**config.mk**
```make
export PLATFORM = sky130hd
export DESIGN_NAME = update_frame_receiver
export DESIGN_NICKNAME = d
export VERILOG_FILES = /design/src/design/ufr_pkg.sv /design/src/design/ufr_ram.sv /design/src/design/ufr_ctrl.sv /design/src/design/ufr_dpath.sv /design/src/design/update_frame_receiver.sv
export SDC_FILE = /design/constraint.sdc
export NUM_CORES = 2
export LEC_CHECK = 0
export ABC_CLOCK_PERIOD_IN_PS = 20800
export BUFFER_PORTS_ARGS = -buffer_cell sky130_fd_sc_hd__buf_2
export CAP_MARGIN = 20
export CORE_ASPECT_RATIO = 1.25
export CORE_UTILIZATION = 41
export DETAILED_ROUTE_END_ITERATION = 8
export GPL_TIMING_DRIVEN = 0
export SKIP_LAST_GASP = 1
export SYNTH_ARGS = -nofsm -noshare
export SYNTH_HDL_FRONTEND = slang
export SYNTH_HIERARCHICAL = 1
export SYNTH_SLANG_ARGS = --single-unit
```
**constraint.sdc**
```tcl
create_clock -name clk_i -period 20.8 [get_ports clk_i]
set_input_delay 1.04 -clock clk_i [delete_from_list [all_inputs] [get_ports clk_i]]
set_output_delay 1.04 -clock clk_i [all_outputs]
set_load 0.02 [all_outputs]
```
**src/design/ufr_pkg.sv**
```systemverilog
// Shared types, codes and constants of the update frame receiver.
// Used by ufr_ctrl, ufr_dpath and the top level; depends on nothing.
`timescale 1ns / 1ps

package ufr_pkg;

  localparam int unsigned STORE_BYTES_DEF = 256;
  localparam int unsigned RESULT_CAP = 63;
  localparam int unsigned FRAME_OVH = 7;
  localparam int unsigned AUX_POS = 5;
  localparam int unsigned WORD_POS = 9;

  localparam logic [15:0] CRC_INIT = 16'hFFFF;
  localparam logic [15:0] CRC_POLY = 16'hA001;

  localparam int unsigned CFG_IDX_W = 3;
  localparam logic [CFG_IDX_W-1:0] CFG_HEADER_FIRST = 3'd0;
  localparam logic [CFG_IDX_W-1:0] CFG_HEADER_SECOND = 3'd1;
  localparam logic [CFG_IDX_W-1:0] CFG_START_CODE = 3'd2;
  localparam logic [CFG_IDX_W-1:0] CFG_DATA_CODE = 3'd3;
  localparam logic [CFG_IDX_W-1:0] CFG_END_CODE = 3'd4;
  localparam logic [CFG_IDX_W-1:0] CFG_PARTITION_BASE = 3'd5;

  localparam logic [7:0] HEADER_FIRST_RST = 8'h55;
  localparam logic [7:0] HEADER_SECOND_RST = 8'hAA;
  localparam logic [7:0] START_CODE_RST = 8'h01;
  localparam logic [7:0] DATA_CODE_RST = 8'h02;
  localparam logic [7:0] END_CODE_RST = 8'h03;

  localparam logic [2:0] KIND_WORD = 3'd0;
  localparam logic [2:0] KIND_START = 3'd1;
  localparam logic [2:0] KIND_ACK = 3'd2;
  localparam logic [2:0] KIND_END = 3'd3;
  localparam logic [2:0] KIND_CRC_ERR = 3'd4;
  localparam logic [2:0] KIND_SLEN_ERR = 3'd5;
  localparam logic [2:0] KIND_DLEN_ERR = 3'd6;
  localparam logic [2:0] KIND_UNKNOWN = 3'd7;

  typedef enum logic [4:0] {
    OP_NONE,
    OP_ACCEPT,
    OP_SAVE_H0,
    OP_DROP,
    OP_SAVE_CMD,
    OP_SAVE_L0,
    OP_SAVE_L1,
    OP_CRC_INIT,
    OP_CRC_STEP,
    OP_SAVE_R0,
    OP_SAVE_R1,
    OP_AUX_STEP,
    OP_DECIDE,
    OP_PUT_RES,
    OP_WORD_START,
    OP_WORD_STEP,
    OP_PUT_WORD,
    OP_PUT_ACK,
    OP_CONSUME,
    OP_FLUSH
  } ufr_op_e;

  typedef enum logic [1:0] {
    RS_FIX,
    RS_NEXT,
    RS_CRCHI,
    RS_WSTART
  } ufr_rsel_e;

  typedef struct packed {
    ufr_op_e   op;
    logic      rd_en;
    ufr_rsel_e rd_sel;
    logic [3:0] rd_fix;
  } ufr_cmd_t;

  typedef struct packed {
    logic fill_full;
    logic fill_lt7;
    logic hdr_ok;
    logic frame_short;
    logic crc_end;
    logic byte_last;
    logic path_words;
    logic path_ack;
    logic words_end;
    logic nres_cap;
    logic can_put;
    logic out_free;
    logic pend_v;
  } ufr_stat_t;

  typedef struct packed {
    logic [2:0]  kind;
    logic [31:0] addr;
    logic [31:0] val;
    logic [31:0] tot;
    logic        last;
  } ufr_res_t;

endpackage

```
**src/design/ufr_ram.sv**
```systemverilog
// Generic single-write, single-read RAM with a registered read port.
// Stands alone; no package needed.
`timescale 1ns / 1ps

module ufr_ram #(
  parameter int unsigned WIDTH = 8,
  parameter int unsigned DEPTH = 256,
  parameter int unsigned AW = (DEPTH > 1) ? $clog2(DEPTH) : 1
) (
  input  logic             clk_i,
  input  logic             we_i,
  input  logic [AW-1:0]    waddr_i,
  input  logic [WIDTH-1:0] wdata_i,
  input  logic             re_i,
  input  logic [AW-1:0]    raddr_i,
  output logic [WIDTH-1:0] rdata_o
);

  logic [WIDTH-1:0] mem_q [DEPTH];
  logic [WIDTH-1:0] rdata_q;

  always_ff @(posedge clk_i) begin
    if (we_i) begin
      mem_q[waddr_i] <= wdata_i;
    end
    if (re_i) begin
      rdata_q <= mem_q[raddr_i];
    end
  end

  assign rdata_o = rdata_q;

endmodule

```
**src/design/ufr_ctrl.sv**
```systemverilog
// Sequencer of the update frame receiver: steps the datapath through byte
// intake, header scan, CRC check and result emission. Uses ufr_pkg.
`timescale 1ns / 1ps

module ufr_ctrl (
  input  logic               clk_i,
  input  logic               rst_ni,
  input  logic               in_valid_i,
  output logic               in_stall_o,
  input  ufr_pkg::ufr_stat_t stat_i,
  output ufr_pkg::ufr_cmd_t  cmd_o
);
  import ufr_pkg::*;

  typedef enum logic [19:0] {
    ST_IDLE  = 20'h00001,
    ST_CHECK = 20'h00002,
    ST_H0    = 20'h00004,
    ST_H1    = 20'h00008,
    ST_CMD   = 20'h00010,
    ST_L0    = 20'h00020,
    ST_L1    = 20'h00040,
    ST_LEN   = 20'h00080,
    ST_CRC   = 20'h00100,
    ST_R0    = 20'h00200,
    ST_R1    = 20'h00400,
    ST_AUX   = 20'h00800,
    ST_DEC   = 20'h01000,
    ST_WRD   = 20'h02000,
    ST_WBY   = 20'h04000,
    ST_WPUT  = 20'h08000,
    ST_ACK   = 20'h10000,
    ST_EMIT  = 20'h20000,
    ST_CONS  = 20'h40000,
    ST_FLUSH = 20'h80000
  } ufr_state_e;

  ufr_state_e state_q, state_d;

  assign in_stall_o = (state_q != ST_IDLE);

  always_comb begin
    state_d = state_q;
    cmd_o = '0;
    unique case (state_q)
      ST_IDLE: begin
        if (in_valid_i) begin
          cmd_o.op = OP_ACCEPT;
          state_d = stat_i.fill_full ? ST_IDLE : ST_CHECK;
        end
      end
      ST_CHECK: begin
        if (stat_i.fill_lt7) begin
          state_d = ST_FLUSH;
        end else begin
          cmd_o.rd_en = 1'b1;
          cmd_o.rd_fix = 4'd0;
          state_d = ST_H0;
        end
      end
      ST_H0: begin
        cmd_o.op = OP_SAVE_H0;
        cmd_o.rd_en = 1'b1;
        cmd_o.rd_fix = 4'd1;
        state_d = ST_H1;
      end
      ST_H1: begin
        if (stat_i.hdr_ok) begin
          cmd_o.rd_en = 1'b1;
          cmd_o.rd_fix = 4'd2;
          state_d = ST_CMD;
        end else begin
          cmd_o.op = OP_DROP;
          state_d = ST_CHECK;
        end
      end
      ST_CMD: begin
        cmd_o.op = OP_SAVE_CMD;
        cmd_o.rd_en = 1'b1;
        cmd_o.rd_fix = 4'd3;
        state_d = ST_L0;
      end
      ST_L0: begin
        cmd_o.op = OP_SAVE_L0;
        cmd_o.rd_en = 1'b1;
        cmd_o.rd_fix = 4'd4;
        state_d = ST_L1;
      end
      ST_L1: begin
        cmd_o.op = OP_SAVE_L1;
        state_d = ST_LEN;
      end
      ST_LEN: begin
        if (stat_i.frame_short) begin
          state_d = ST_FLUSH;
        end else begin
          cmd_o.op = OP_CRC_INIT;
          cmd_o.rd_en = 1'b1;
          cmd_o.rd_fix = 4'd0;
          state_d = ST_CRC;
        end
      end
      ST_CRC: begin
        cmd_o.op = OP_CRC_STEP;
        cmd_o.rd_en = 1'b1;
        cmd_o.rd_sel = RS_NEXT;
        if (stat_i.crc_end) begin
          state_d = ST_R0;
        end
      end
      ST_R0: begin
        cmd_o.op = OP_SAVE_R0;
        cmd_o.rd_en = 1'b1;
        cmd_o.rd_sel = RS_CRCHI;
        state_d = ST_R1;
      end
      ST_R1: begin
        cmd_o.op = OP_SAVE_R1;
        cmd_o.rd_en = 1'b1;
        cmd_o.rd_fix = 4'(AUX_POS);
        state_d = ST_AUX;
      end
      ST_AUX: begin
        cmd_o.op = OP_AUX_STEP;
        cmd_o.rd_en = 1'b1;
        cmd_o.rd_sel = RS_NEXT;
        if (stat_i.byte_last) begin
          state_d = ST_DEC;
        end
      end
      ST_DEC: begin
        cmd_o.op = OP_DECIDE;
        if (stat_i.path_words) begin
          state_d = ST_WRD;
        end else if (stat_i.path_ack) begin
          state_d = ST_ACK;
        end else begin
          state_d = ST_EMIT;
        end
      end
      ST_WRD: begin
        if (stat_i.nres_cap) begin
          state_d = ST_ACK;
        end else begin
          cmd_o.op = OP_WORD_START;
          cmd_o.rd_en = 1'b1;
          cmd_o.rd_sel = RS_WSTART;
          state_d = ST_WBY;
        end
      end
      ST_WBY: begin
        cmd_o.op = OP_WORD_STEP;
        cmd_o.rd_en = 1'b1;
        cmd_o.rd_sel = RS_NEXT;
        if (stat_i.byte_last) begin
          state_d = ST_WPUT;
        end
      end
      ST_WPUT: begin
        if (stat_i.can_put) begin
          cmd_o.op = OP_PUT_WORD;
          state_d = stat_i.words_end ? ST_ACK : ST_WRD;
        end
      end
      ST_ACK: begin
        if (stat_i.can_put) begin
          cmd_o.op = OP_PUT_ACK;
          state_d = ST_CONS;
        end
      end
      ST_EMIT: begin
        if (stat_i.can_put) begin
          cmd_o.op = OP_PUT_RES;
          state_d = ST_CONS;
        end
      end
      ST_CONS: begin
        cmd_o.op = OP_CONSUME;
        state_d = ST_CHECK;
      end
      ST_FLUSH: begin
        if (!stat_i.pend_v) begin
          state_d = ST_IDLE;
        end else if (stat_i.out_free) begin
          cmd_o.op = OP_FLUSH;
          state_d = ST_IDLE;
        end
      end
      default: state_d = ST_IDLE;
    endcase
  end

  always_ff @(posedge clk_i or negedge rst_ni) begin
    if (!rst_ni) begin
      state_q <= ST_IDLE;
    end else begin
      state_q <= state_d;
    end
  end

endmodule

```
**src/design/ufr_dpath.sv**
```systemverilog
// Datapath of the update frame receiver: circular frame store, registers,
// CRC unit, word assembly and the result registers. Uses ufr_pkg, ufr_ram.
`timescale 1ns / 1ps

module ufr_dpath #(
  parameter int unsigned STORE_BYTES = ufr_pkg::STORE_BYTES_DEF
) (
  input  logic                           clk_i,
  input  logic                           rst_ni,
  input  ufr_pkg::ufr_cmd_t              cmd_i,
  output ufr_pkg::ufr_stat_t             stat_o,
  input  logic [7:0]                     rx_byte_i,
  input  logic                           cfg_valid_i,
  input  logic [ufr_pkg::CFG_IDX_W-1:0]  cfg_index_i,
  input  logic [31:0]                    cfg_data_i,
  input  logic                           out_stall_i,
  output logic                           out_valid_o,
  output ufr_pkg::ufr_res_t              out_o
);
  import ufr_pkg::*;

  localparam int unsigned AW = (STORE_BYTES > 1) ? $clog2(STORE_BYTES) : 1;
  localparam int unsigned OW = AW + 1;
  localparam logic [OW-1:0] STORE_W = OW'(STORE_BYTES);

  function automatic logic [AW-1:0] wrap_addr(logic [AW-1:0] base, logic [OW-1:0] off);
    logic [OW:0] s;
    s = (OW + 1)'(base) + (OW + 1)'(off);
    if (s >= (OW + 1)'(STORE_BYTES)) begin
      s = s - (OW + 1)'(STORE_BYTES);
    end
    return s[AW-1:0];
  endfunction

  function automatic logic [15:0] crc_byte(logic [15:0] c_in, logic [7:0] b);
    logic [15:0] c;
    c = c_in ^ {8'h00, b};
    for (int k = 0; k < 8; k++) begin
      c = c[0] ? ((c >> 1) ^ CRC_POLY) : (c >> 1);
    end
    return c;
  endfunction

  // Configuration registers.
  logic [7:0]  hdr_first_q, hdr_second_q, start_code_q, data_code_q, end_code_q;
  logic [31:0] base_q;

  // Control state.
  logic [AW-1:0] head_q, head_d;
  logic [OW-1:0] fill_q, fill_d;
  logic [31:0]   total_q, total_d;
  logic [15:0]   crc_q, crc_d;
  logic [5:0]    nres_q, nres_d;
  logic          pend_v_q, pend_v_d;
  logic          out_v_q, out_v_d;

  // Payload registers.
  logic          ok0_q, ok0_d;
  logic [7:0]    cmd_q, cmd_d;
  logic [15:0]   dlen_q, dlen_d;
  logic [15:0]   recv_q, recv_d;
  logic [31:0]   aux_q, aux_d;
  logic [OW-1:0] idx_q, idx_d;
  logic [OW-1:0] wi_q, wi_d;
  logic [31:0]   word_q, word_d;
  logic [31:0]   addr_q, addr_d;
  logic [2:0]    rkind_q, rkind_d;
  logic [31:0]   rval_q, rval_d;
  ufr_res_t      pend_q, pend_d;
  ufr_res_t      out_q, out_d;

  logic [7:0]    rdata;
  logic          ram_we;
  logic [AW-1:0] ram_waddr, ram_raddr;
  logic [OW-1:0] rd_off;

  logic [16:0]   plen;
  logic [OW-1:0] plen_o;
  logic [15:0]   fw_len;
  logic [OW-1:0] fw_o;
  logic          crc_bad, is_start, is_data, is_end, data_ok;
  logic          out_free;
  logic          put_en;
  ufr_res_t      put_r;
  logic [7:0]    wbyte;

  assign plen   = {1'b0, dlen_q} + 17'(FRAME_OVH);
  assign plen_o = plen[OW-1:0];
  assign fw_len = dlen_q - 16'd4;
  assign fw_o   = fw_len[OW-1:0];

  assign crc_bad  = (crc_q != recv_q);
  assign is_start = (cmd_q == start_code_q);
  assign is_data  = (cmd_q == data_code_q);
  assign is_end   = (cmd_q == end_code_q);
  assign data_ok  = !crc_bad && !is_start && is_data && (dlen_q >= 16'd4);
  assign out_free = !out_v_q || !out_stall_i;
  assign wbyte    = (idx_q < (plen_o - OW'(2))) ? rdata : 8'h00;

  always_comb begin
    stat_o.fill_full   = (fill_q == STORE_W);
    stat_o.fill_lt7    = (fill_q < OW'(FRAME_OVH));
    stat_o.hdr_ok      = ok0_q && (rdata == hdr_second_q);
    stat_o.frame_short = (17'(fill_q) < plen);
    stat_o.crc_end     = ((idx_q + OW'(1)) == (plen_o - OW'(2)));
    stat_o.byte_last   = (idx_q[1:0] == 2'b00);
    stat_o.path_words  = data_ok && (dlen_q != 16'd4);
    stat_o.path_ack    = data_ok && (dlen_q == 16'd4);
    stat_o.words_end   = ((wi_q + OW'(4)) >= fw_o);
    stat_o.nres_cap    = (nres_q >= 6'(RESULT_CAP - 1));
    stat_o.can_put     = !pend_v_q || out_free;
    stat_o.out_free    = out_free;
    stat_o.pend_v      = pend_v_q;
  end

  always_comb begin
    case (cmd_i.rd_sel)
      RS_FIX:    rd_off = OW'(cmd_i.rd_fix);
      RS_NEXT:   rd_off = idx_q + OW'(1);
      RS_CRCHI:  rd_off = plen_o - OW'(1);
      RS_WSTART: rd_off = OW'(WORD_POS) + wi_q;
      default:   rd_off = '0;
    endcase
  end

  assign ram_raddr = wrap_addr(head_q, rd_off);
  assign ram_waddr = wrap_addr(head_q, fill_q);
  assign ram_we    = (cmd_i.op == OP_ACCEPT) && (fill_q != STORE_W);

  ufr_ram #(
    .WIDTH(8),
    .DEPTH(STORE_BYTES),
    .AW   (AW)
  ) u_store (
    .clk_i  (clk_i),
    .we_i   (ram_we),
    .waddr_i(ram_waddr),
    .wdata_i(rx_byte_i),
    .re_i   (cmd_i.rd_en),
    .raddr_i(ram_raddr),
    .rdata_o(rdata)
  );

  always_comb begin
    head_d   = head_q;
    fill_d   = fill_q;
    total_d  = total_q;
    crc_d    = crc_q;
    nres_d   = nres_q;
    ok0_d    = ok0_q;
    cmd_d    = cmd_q;
    dlen_d   = dlen_q;
    recv_d   = recv_q;
    aux_d    = aux_q;
    idx_d    = idx_q;
    wi_d     = wi_q;
    word_d   = word_q;
    addr_d   = addr_q;
    rkind_d  = rkind_q;
    rval_d   = rval_q;
    put_en   = 1'b0;
    put_r    = '0;
    pend_d   = pend_q;
    pend_v_d = pend_v_q;
    out_d    = out_q;
    out_v_d  = out_v_q && out_stall_i;

    unique case (cmd_i.op)
      OP_NONE: ;
      OP_ACCEPT: begin
        nres_d = '0;
        if (fill_q == STORE_W) begin
          fill_d = '0;
        end else begin
          fill_d = fill_q + OW'(1);
        end
      end
      OP_SAVE_H0:  ok0_d = (rdata == hdr_first_q);
      OP_DROP: begin
        head_d = wrap_addr(head_q, OW'(1));
        fill_d = fill_q - OW'(1);
      end
      OP_SAVE_CMD: cmd_d = rdata;
      OP_SAVE_L0:  dlen_d[7:0] = rdata;
      OP_SAVE_L1:  dlen_d[15:8] = rdata;
      OP_CRC_INIT: begin
        crc_d = CRC_INIT;
        idx_d = '0;
      end
      OP_CRC_STEP: begin
        crc_d = crc_byte(crc_q, rdata);
        idx_d = idx_q + OW'(1);
      end
      OP_SAVE_R0:  recv_d[7:0] = rdata;
      OP_SAVE_R1: begin
        recv_d[15:8] = rdata;
        idx_d = OW'(AUX_POS);
      end
      OP_AUX_STEP: begin
        aux_d = {rdata, aux_q[31:8]};
        idx_d = idx_q + OW'(1);
      end
      OP_DECIDE: begin
        addr_d = base_q + aux_q;
        wi_d = '0;
        rval_d = '0;
        if (crc_bad) begin
          rkind_d = KIND_CRC_ERR;
        end else if (is_start) begin
          if (dlen_q != 16'd4) begin
            rkind_d = KIND_SLEN_ERR;
            rval_d = {16'h0000, dlen_q};
          end else begin
            rkind_d = KIND_START;
            rval_d = aux_q;
            total_d = '0;
          end
        end else if (is_data) begin
          rkind_d = KIND_DLEN_ERR;
          rval_d = {16'h0000, dlen_q};
        end else if (is_end) begin
          rkind_d = KIND_END;
        end else begin
          rkind_d = KIND_UNKNOWN;
          rval_d = {24'h000000, cmd_q};
        end
      end
      OP_PUT_RES: begin
        put_en = 1'b1;
        put_r.kind = rkind_q;
        put_r.val = rval_q;
        put_r.tot = total_q;
      end
      OP_WORD_START: idx_d = OW'(WORD_POS) + wi_q;
      OP_WORD_STEP: begin
        word_d = {wbyte, word_q[31:8]};
        idx_d = idx_q + OW'(1);
      end
      OP_PUT_WORD: begin
        put_en = 1'b1;
        put_r.kind = KIND_WORD;
        put_r.addr = addr_q;
        put_r.val = word_q;
        put_r.tot = total_q;
        addr_d = addr_q + 32'd4;
        wi_d = wi_q + OW'(4);
      end
      OP_PUT_ACK: begin
        total_d = total_q + {16'h0000, fw_len};
        put_en = 1'b1;
        put_r.kind = KIND_ACK;
        put_r.val = {16'h0000, fw_len};
        put_r.tot = total_q + {16'h0000, fw_len};
      end
      OP_CONSUME: begin
        head_d = wrap_addr(head_q, plen_o);
        fill_d = fill_q - plen_o;
      end
      OP_FLUSH: begin
        out_d = pend_q;
        out_d.last = 1'b1;
        out_v_d = 1'b1;
        pend_v_d = 1'b0;
      end
      default: ;
    endcase

    // The newest result waits in the pending slot until the next one shows
    // whether it is the last result of this byte.
    if (put_en && (nres_q != 6'(RESULT_CAP))) begin
      nres_d = nres_q + 6'd1;
      pend_d = put_r;
      pend_v_d = 1'b1;
      if (pend_v_q) begin
        out_d = pend_q;
        out_d.last = 1'b0;
        out_v_d = 1'b1;
      end
    end
  end

  always_ff @(posedge clk_i or negedge rst_ni) begin
    if (!rst_ni) begin
      head_q   <= '0;
      fill_q   <= '0;
      total_q  <= '0;
      crc_q    <= CRC_INIT;
      nres_q   <= '0;
      pend_v_q <= 1'b0;
      out_v_q  <= 1'b0;
    end else begin
      head_q   <= head_d;
      fill_q   <= fill_d;
      total_q  <= total_d;
      crc_q    <= crc_d;
      nres_q   <= nres_d;
      pend_v_q <= pend_v_d;
      out_v_q  <= out_v_d;
    end
  end

  always_ff @(posedge clk_i) begin
    ok0_q   <= ok0_d;
    cmd_q   <= cmd_d;
    dlen_q  <= dlen_d;
    recv_q  <= recv_d;
    aux_q   <= aux_d;
    idx_q   <= idx_d;
    wi_q    <= wi_d;
    word_q  <= word_d;
    addr_q  <= addr_d;
    rkind_q <= rkind_d;
    rval_q  <= rval_d;
    pend_q  <= pend_d;
    out_q   <= out_d;
  end

  always_ff @(posedge clk_i or negedge rst_ni) begin
    if (!rst_ni) begin
      hdr_first_q  <= HEADER_FIRST_RST;
      hdr_second_q <= HEADER_SECOND_RST;
      start_code_q <= START_CODE_RST;
      data_code_q  <= DATA_CODE_RST;
      end_code_q   <= END_CODE_RST;
      base_q       <= '0;
    end else if (cfg_valid_i) begin
      unique case (cfg_index_i)
        CFG_HEADER_FIRST:   hdr_first_q <= cfg_data_i[7:0];
        CFG_HEADER_SECOND:  hdr_second_q <= cfg_data_i[7:0];
        CFG_START_CODE:     start_code_q <= cfg_data_i[7:0];
        CFG_DATA_CODE:      data_code_q <= cfg_data_i[7:0];
        CFG_END_CODE:       end_code_q <= cfg_data_i[7:0];
        CFG_PARTITION_BASE: base_q <= cfg_data_i;
        default: ;
      endcase
    end
  end

  assign out_valid_o = out_v_q;
  assign out_o = out_q;

endmodule

```
**src/design/update_frame_receiver.sv**
```systemverilog
// Top level of the update frame receiver: sequencer plus datapath.
// Uses ufr_pkg, ufr_ctrl, ufr_dpath (which holds the ufr_ram frame store).
`timescale 1ns / 1ps

// The receiver takes one link byte per item into a circular frame store and
// looks for frames of the form header, header, command, 16-bit little-endian
// length, payload, CRC-16/Modbus (low byte first). Leading bytes that do not
// form a header are dropped one at a time once seven bytes are held. A byte
// that completes a frame also runs the CRC unit over the store at one byte
// per cycle, as the store has a single read port, then emits the results of
// that frame; output stalls can hold each of these results.
// Results leave through an output register, and the next byte is taken only
// once the results of the last one are in or beyond that register.
// The store needs no clearing after reset; a byte arriving at a full store
// empties it and is dropped without any result. Configuration writes are
// accepted at any time (ready is always high) and are meant to be issued
// while the block is idle.
module update_frame_receiver #(
  parameter int unsigned STORE_BYTES = ufr_pkg::STORE_BYTES_DEF
) (
  input  logic                          clk_i,
  input  logic                          rst_ni,
  input  logic                          in_valid_i,
  output logic                          in_stall_o,
  input  logic [7:0]                    rx_byte_i,
  output logic                          out_valid_o,
  input  logic                          out_stall_i,
  output logic [2:0]                    kind_o,
  output logic [31:0]                   flash_address_o,
  output logic [31:0]                   payload_value_o,
  output logic [31:0]                   received_total_o,
  output logic                          last_o,
  input  logic                          cfg_valid_i,
  output logic                          cfg_ready_o,
  input  logic [ufr_pkg::CFG_IDX_W-1:0] cfg_index_i,
  input  logic [31:0]                   cfg_data_i
);
  import ufr_pkg::*;

  ufr_cmd_t  cmd;
  ufr_stat_t stat;
  ufr_res_t  res;

  // Registers take a write in any cycle.
  assign cfg_ready_o = 1'b1;

  ufr_ctrl u_ctrl (
    .clk_i     (clk_i),
    .rst_ni    (rst_ni),
    .in_valid_i(in_valid_i),
    .in_stall_o(in_stall_o),
    .stat_i    (stat),
    .cmd_o     (cmd)
  );

  ufr_dpath #(
    .STORE_BYTES(STORE_BYTES)
  ) u_dpath (
    .clk_i      (clk_i),
    .rst_ni     (rst_ni),
    .cmd_i      (cmd),
    .stat_o     (stat),
    .rx_byte_i  (rx_byte_i),
    .cfg_valid_i(cfg_valid_i && cfg_ready_o),
    .cfg_index_i(cfg_index_i),
    .cfg_data_i (cfg_data_i),
    .out_stall_i(out_stall_i),
    .out_valid_o(out_valid_o),
    .out_o      (res)
  );

  assign kind_o           = res.kind;
  assign flash_address_o  = res.addr;
  assign payload_value_o  = res.val;
  assign received_total_o = res.tot;
  assign last_o           = res.last;

  // A byte accepted into a store with room always starts a busy period; a
  // byte arriving at a full store is dropped and leaves the block idle.
  a_busy_after_accept: assert property (@(posedge clk_i) disable iff (!rst_ni)
    (in_valid_i && !in_stall_o && !stat.fill_full) |=> in_stall_o)
    else $error("receiver took a byte without going busy");

  // Back in idle, no result may still sit in the pending slot.
  a_no_pending_idle: assert property (@(posedge clk_i) disable iff (!rst_ni)
    !in_stall_o |-> !stat.pend_v)
    else $error("result left pending while idle");

  // Only flash words carry an address.
  a_addr_words_only: assert property (@(posedge clk_i) disable iff (!rst_ni)
    (out_valid_o && (kind_o != KIND_WORD)) |-> (flash_address_o == 32'd0))
    else $error("non-word result carries a flash address");

endmodule
```
[Yosys cells after proc, flatten, opt, wreduce, memory -nomap -nowiden]
Memories as Yosys holds them, arrays and structs flattened. A register that Yosys moved wholly into a read port is not among the register bits.
Index checks and enable logic that the tools add are counted.
Word-level totals
  input port bits: 48
  memories: 1
  output and inout port bits: 103
  word-level logic and storage cells: 269
  flip-flop bits (word level): 554
  bits in writable memories: 2048
Memory list
  u_dpath.u_store.mem_q: depth 256, bits a word 8, read ports 1, clocked after memory_dff 1, wr ports 1, RTL line ufr_ram.sv:19  | logic [WIDTH-1:0] mem_q [DEPTH];
Operators by class
  order comparisons: 10
  equality and inequality tests: 70
  muxes and demuxes: 80
  reductions and logical operators: 40
  add/subtract/negate cells: 22
  bitwise operators: 9
Operators by type and width (count)
  $pmux W20 S19: 1
  $mux W100: 3
  $mux W20: 11
  $mux W32: 6
  $pmux W64 S3: 1
  $mux W16: 8
  $pmux W32 S2: 2
  $pmux W5 S19: 1
  $pmux W9 S4: 2
  $eq A5 B4 Y1 const B: 8
  $eq A8 B8 Y1: 5
  $mux W8: 5
  $mux W17: 2
  $add A32 B16 Y32: 1
  $add A32 B3 Y32 const B: 1
  $add A32 B32 Y32: 1
  $pmux W16 S2: 1
  $sub A8 B1 Y8 const B: 4
  $add A8 B9 Y10: 3
  $ge A10 B9 Y1 const B: 3
  $pmux W9 S3: 1
  $mux W5: 5
  $not A2 Y3: 8
  $eq A20 B1 Y1 const B: 1
  other kinds (85): 147

[Depth between registers and ports, before layout]
  depth in word-level cells: 18
  mapped depth: 31
  gate-level depth less buffers: 28

[Hierarchy]
Netlist, hierarchy kept.
By module, submodules not included
  ufr_ram: area an instance 79636.4 um^2, cells each 3733, seq. area each 61739.2 um^2, instances 1
  ufr_dpath: area an instance 26397.8 um^2, cells each 2252, seq. area each 14283.7 um^2, instances 1
  ufr_ctrl: area an instance 1475.2 um^2, cells each 170, seq. area each 501.7 um^2, instances 1
  update_frame_receiver: area an instance 11.3 um^2, cells each 2, seq. area each 0.0 um^2, instances 1

[Least setup slack after synthesis]
No wires, ideal clock.
  kind: register to register
  start point: reg u_dpath.dlen_q[0]
  end point: reg u_dpath.addr_q[10], enable pin
  setup slack: 13747 ps
  data required time: 20317 ps
  cell stages (with the launch flop): 21
  library setup time: 483 ps
  clock period less this slack: 7053 ps
  path buffers: 2
  arrival time: 6570 ps
  cells stage by stage: edfxtp_1 -> clkbuf_1 -> inv_1 -> ha_1 -> xnor2_1 -> ha_1 -> o21ai_0 -> nand2b_1 -> maj3_1 -> a21oi_1 -> nor2b_1 -> o21ai_0 -> nand2_1 -> o311ai_0 -> or3_1 -> nand3_1 -> a2111o_1 -> clkbuf_1 -> nor2_1 -> nand2_1 -> o21ai_0
RTL lines
  start, declared: RTL line ufr_dpath.sv:60  | logic [15:0] dlen_q, dlen_d;
  start signal, assigned: RTL line ufr_dpath.sv:305  | dlen_q <= dlen_d;
  end signal, assigned: RTL line ufr_dpath.sv:311  | addr_q <= addr_d;
  end, declared: RTL line ufr_dpath.sv:66  | logic [31:0] addr_q, addr_d;

==> results.yml <==
outcome:
  outcome: "finished clean"
yosys:
  synth.ff_latch_count: 2608
  synth_ff_type: "edfxtp_1"
  syn_area_um2: 108000
  synthCells: 6157
  yosys.area.top_type: "edfxtp_1"
  synth-seq-area-share_pct: 71.2
  yosysWarnings: 6
  synth_cell_type_count: 107
  synth.area.top_cells: "edfxtp_1 65%, mux4_2 9.5%, dfrtp_1 3.2%"
  ys_async_sr_fraction_pct: 6.33
  synth_edf_count: 2343
  avgSynthCellArea_um2: 17.5
  syn-num-nets: 6331
  synth_top_cell_area_share_pct: 65.4
power:
  power_leakage_nw: 40.3
  seq_power_share_pct: 41.6
  combPwrFrac_pct: 25.5
  p_per_area_nw_per_um2: 119
  clockPowerShare_pct: 32.8
  p_sw_mw: 4.44
  switching_share_pct: 30.4
  p_int_mw: 10.2
  p_total_mw: 14.6
  ir_worst_vdd_mv: 0.0900
global_route:
  grt_use_total_pct: 24.4
  grt_pass1_vias: 60700
  grt_overflow_total: 0
  grt_pass1_wl_um: 456000
  antenna_found_initial: 9
  grt_max_degree: 155
floorplanning:
  fp.dieArea_um2: 264000
  start_util_pct: 41.4
  die_height_um: 575
  coreArea_um2: 260000
  dieWidth_um: 460
  pin_count: 151
  row_count: 209
sta:
  period_minus_slack_ns: 10.76
  slew_viol_final: 0
  rsz0062_at_grt: "false"
  whs_ns: 0.145
  fin_tns_setup_ns: 0
  tightest_slew_ns: 1.38
  hold_viol_final: 0
  fmax_mhz: 93.0
  finalSetupViolCount: 0
  finalCritPeriodShare_pct: 51.7
  max_slew_margin_pct: 5.41
  finClkSkew_ns: 0.0847
worst_setup_path:
  crit_family: "simple AND/OR/NAND/NOR gates"
  startpoint_type: "flip-flop"
  slowest_delay_ns: 0.93
  cp-end-kind: "flip-flop"
  crit_chain: "clkbuf_1, inv_1, ha_1, nor2b_1, o21ai_1, nor2b_1, xnor2_1, ha_1, nor2_1, nor4_1, o311ai_0, or3_1, nand3_1, a2111o_1, nor2b_1, nand2_1, nor2_1, clkbuf_1, buf_1, nand3_1, clkbuf_2, nor2_1"
  crit_slowest_cell: "nor2_1"
  path_max_fanout: 10
  critPathBufInv: 5
  critPathArrivalTime_ns: 11.23
  critPathKind: "reg -> reg"
  required_ns: 21.28
routing:
  drtIter0Drc: 6567
  via_per_inst: 5.90
  postRouteAntennaNets: 0
  num_vias: 61000
  first_pass_iters: 7
  route.detailed.drc: 0
  finalWirelength_um: 326000
  wl_per_cell_um: 31.5
cts:
  root_buffer: "clkbuf_16"
  insertion_delay_ns: 0.89
  cts_max_level: 5
  post_cts_buffers: 0
  cts_resized: 0
  cts_buffers: 276
  cts_tree: "done"
  path_clk_slew_ns: 0.06
  cts_sinks: 2608
  cts_hold_buf: 0
  ctsLongestPathBuffers: 4
run:
  maxCapViolCount: 0
place:
  dp_hpwl_um: 228000
  place.gp.congestion: 0.976
  post_dp_cell_area_um2: 114000
  io_buffers: 147
layout:
  finalNetCount: 6820
  syn_to_final_growth_pct: 13.9
  fillerInstances: 22100
  final_cell_area_um2: 122000
  drive_gt1_share_pct: 21.0
worst_hold_path:
  hold_path.class: "in -> async"
-- cell families after synthesis --
group           count (synthesis)  synth area share [%]
other cells                     2               0.00698
flops                        2608                  71.2
xor+xnor                      244                  1.99
compound gates                846                  5.33
fa+ha+maj                     127                  1.52
simple gates                 1180                  5.39
buf+inv                       382                  1.91
mux                           768                  12.7
-- cell usage in the layout, fill, tap and decap left out, types with 142 or more instances in the layout --
cell type	synthesis	layout
a21oi_1	193	193
mux2_2	168	168
buf_2	44	193
nor2_1	409	406
a22oi_1	159	159
nand2_1	252	252
xnor2_1	142	142
mux4_2	455	455
clkbuf_16	0	286
edfxtp_1	2343	2343
clkbuf_1	182	216
-- synth_stat cells, types with 14 or more instances --
library cell and instances:
buf_2 44, a21o_1 56, mux4_2 455, and2_1 45, nand2_1 252, nor2b_1 55, xor2_1 101, nand4_1 43
inv_1 53, mux2i_1 138, clkbuf_1 182, xnor2_1 142, nor2_1 409, o211ai_1 15, edfxtp_1 2343, dfstp_2 29
a21oi_1 193, buf_4 32, a211oi_1 30, o21ai_0 133, o22a_1 20, nand3_1 99, dfxtp_1 100, a22o_1 32
buf_6 23, o22ai_1 36, o21a_1 14, mux2_2 168, nor3_1 55, a31oi_1 14, nand2b_1 33, dfrtp_1 136
o221ai_1 50, buf_1 24, ha_1 120, nor4_1 45, a22oi_1 159, and3_1 52
-- layout make-up --
type	count	area, um2	area share [%]
plain buffers	326	1880	1.53
well taps	3481	4360	3.56
repair buffers	211	1750	1.43
flip-flops and latches	2608	76500	62.5
multi-input cells	3167	29000	23.7
clock buffers	348	7470	6.10
clock inverters	136	1200	0.984
inverters	56	213	0.174
diodes	10	25.0	0.0204
-- path summary, 6_finish.rpt --
check / start / to / slack [ns] / depth (start not counted)
hold / removal: rst_ni / u_dpath/base_q[28] / 0.15 / 1
hold reg to reg: u_dpath/pend_q[35] / u_dpath/out_o[35] / 0.46 / 1
setup / recovery: u_dpath/dlen_q[0] / u_dpath/u_store/mem_q[90][7] / 10.04 / 22
max in group asynchronous: rst_ni / u_dpath/total_q[19] / 19.61 / 2
min in group clk_i: cfg_data_i[11] / u_dpath/base_q[11] / 0.43 / 2
setup reg to reg: u_dpath/dlen_q[0] / u_dpath/u_store/mem_q[90][7] / 10.04 / 22
-- state kept, by name (all words and copies together), names as in the netlist, 8 cells and up --
register,count
u_dpath/data_code_q,8
u_dpath/dlen_q,16
u_ctrl/state_q,20
u_dpath/head_q,8
u_dpath/out_o,100
u_dpath/word_q,32
u_dpath/crc_q,16
u_dpath/cmd_q,8
u_dpath/aux_q,32
u_dpath/recv_q,16
u_dpath/pend_q,99
u_dpath/hdr_first_q,8
u_dpath/addr_q,32
u_dpath/u_store/rdata_o,8
u_dpath/hdr_second_q,8
u_dpath/end_code_q,8
u_dpath/rval_q,32
u_dpath/fill_q,9
u_dpath/start_code_q,8
u_dpath/base_q,32
u_dpath/u_store/mem_q,2048
u_dpath/total_q,32
u_dpath/idx_q,9
-- metal layers --
metal | GRT usage [%] | wire length [um] | up-vias
met5 | 0 | 185 | -
met3 | 4.57 | 25900 | 800
met2 | 40.8 | 160000 | 2986
li1 | - | - | 25600
met4 | 15.2 | 23200 | 10
met1 | 29.1 | 117000 | 31700
-- power by group through the flow --
stage | clock [mW] | combinational (mW) | sequential (mW)
floorplan | 0 | 2.19 | 6.24
global placement | 0 | 3.62 | 6.20
detailed placement | 0 | 3.69 | 6.19
CTS | 4.88 | 3.70 | 6.08
global route | 5.06 | 3.86 | 6.10
finish | 4.79 | 3.73 | 6.08
-- metrics by stage --
step	worst slack, ns	std cells	utilization, %
after detailed placement	10.10	9839	43.7
after global routing	9.90	10300	47.1
final	10.04	10300	47.1
after global placement	9.54	9785	43.3
after CTS	10.10	10300	47.1
after floorplan	13.75	6157	-
(Power assumes the default switching activity.)
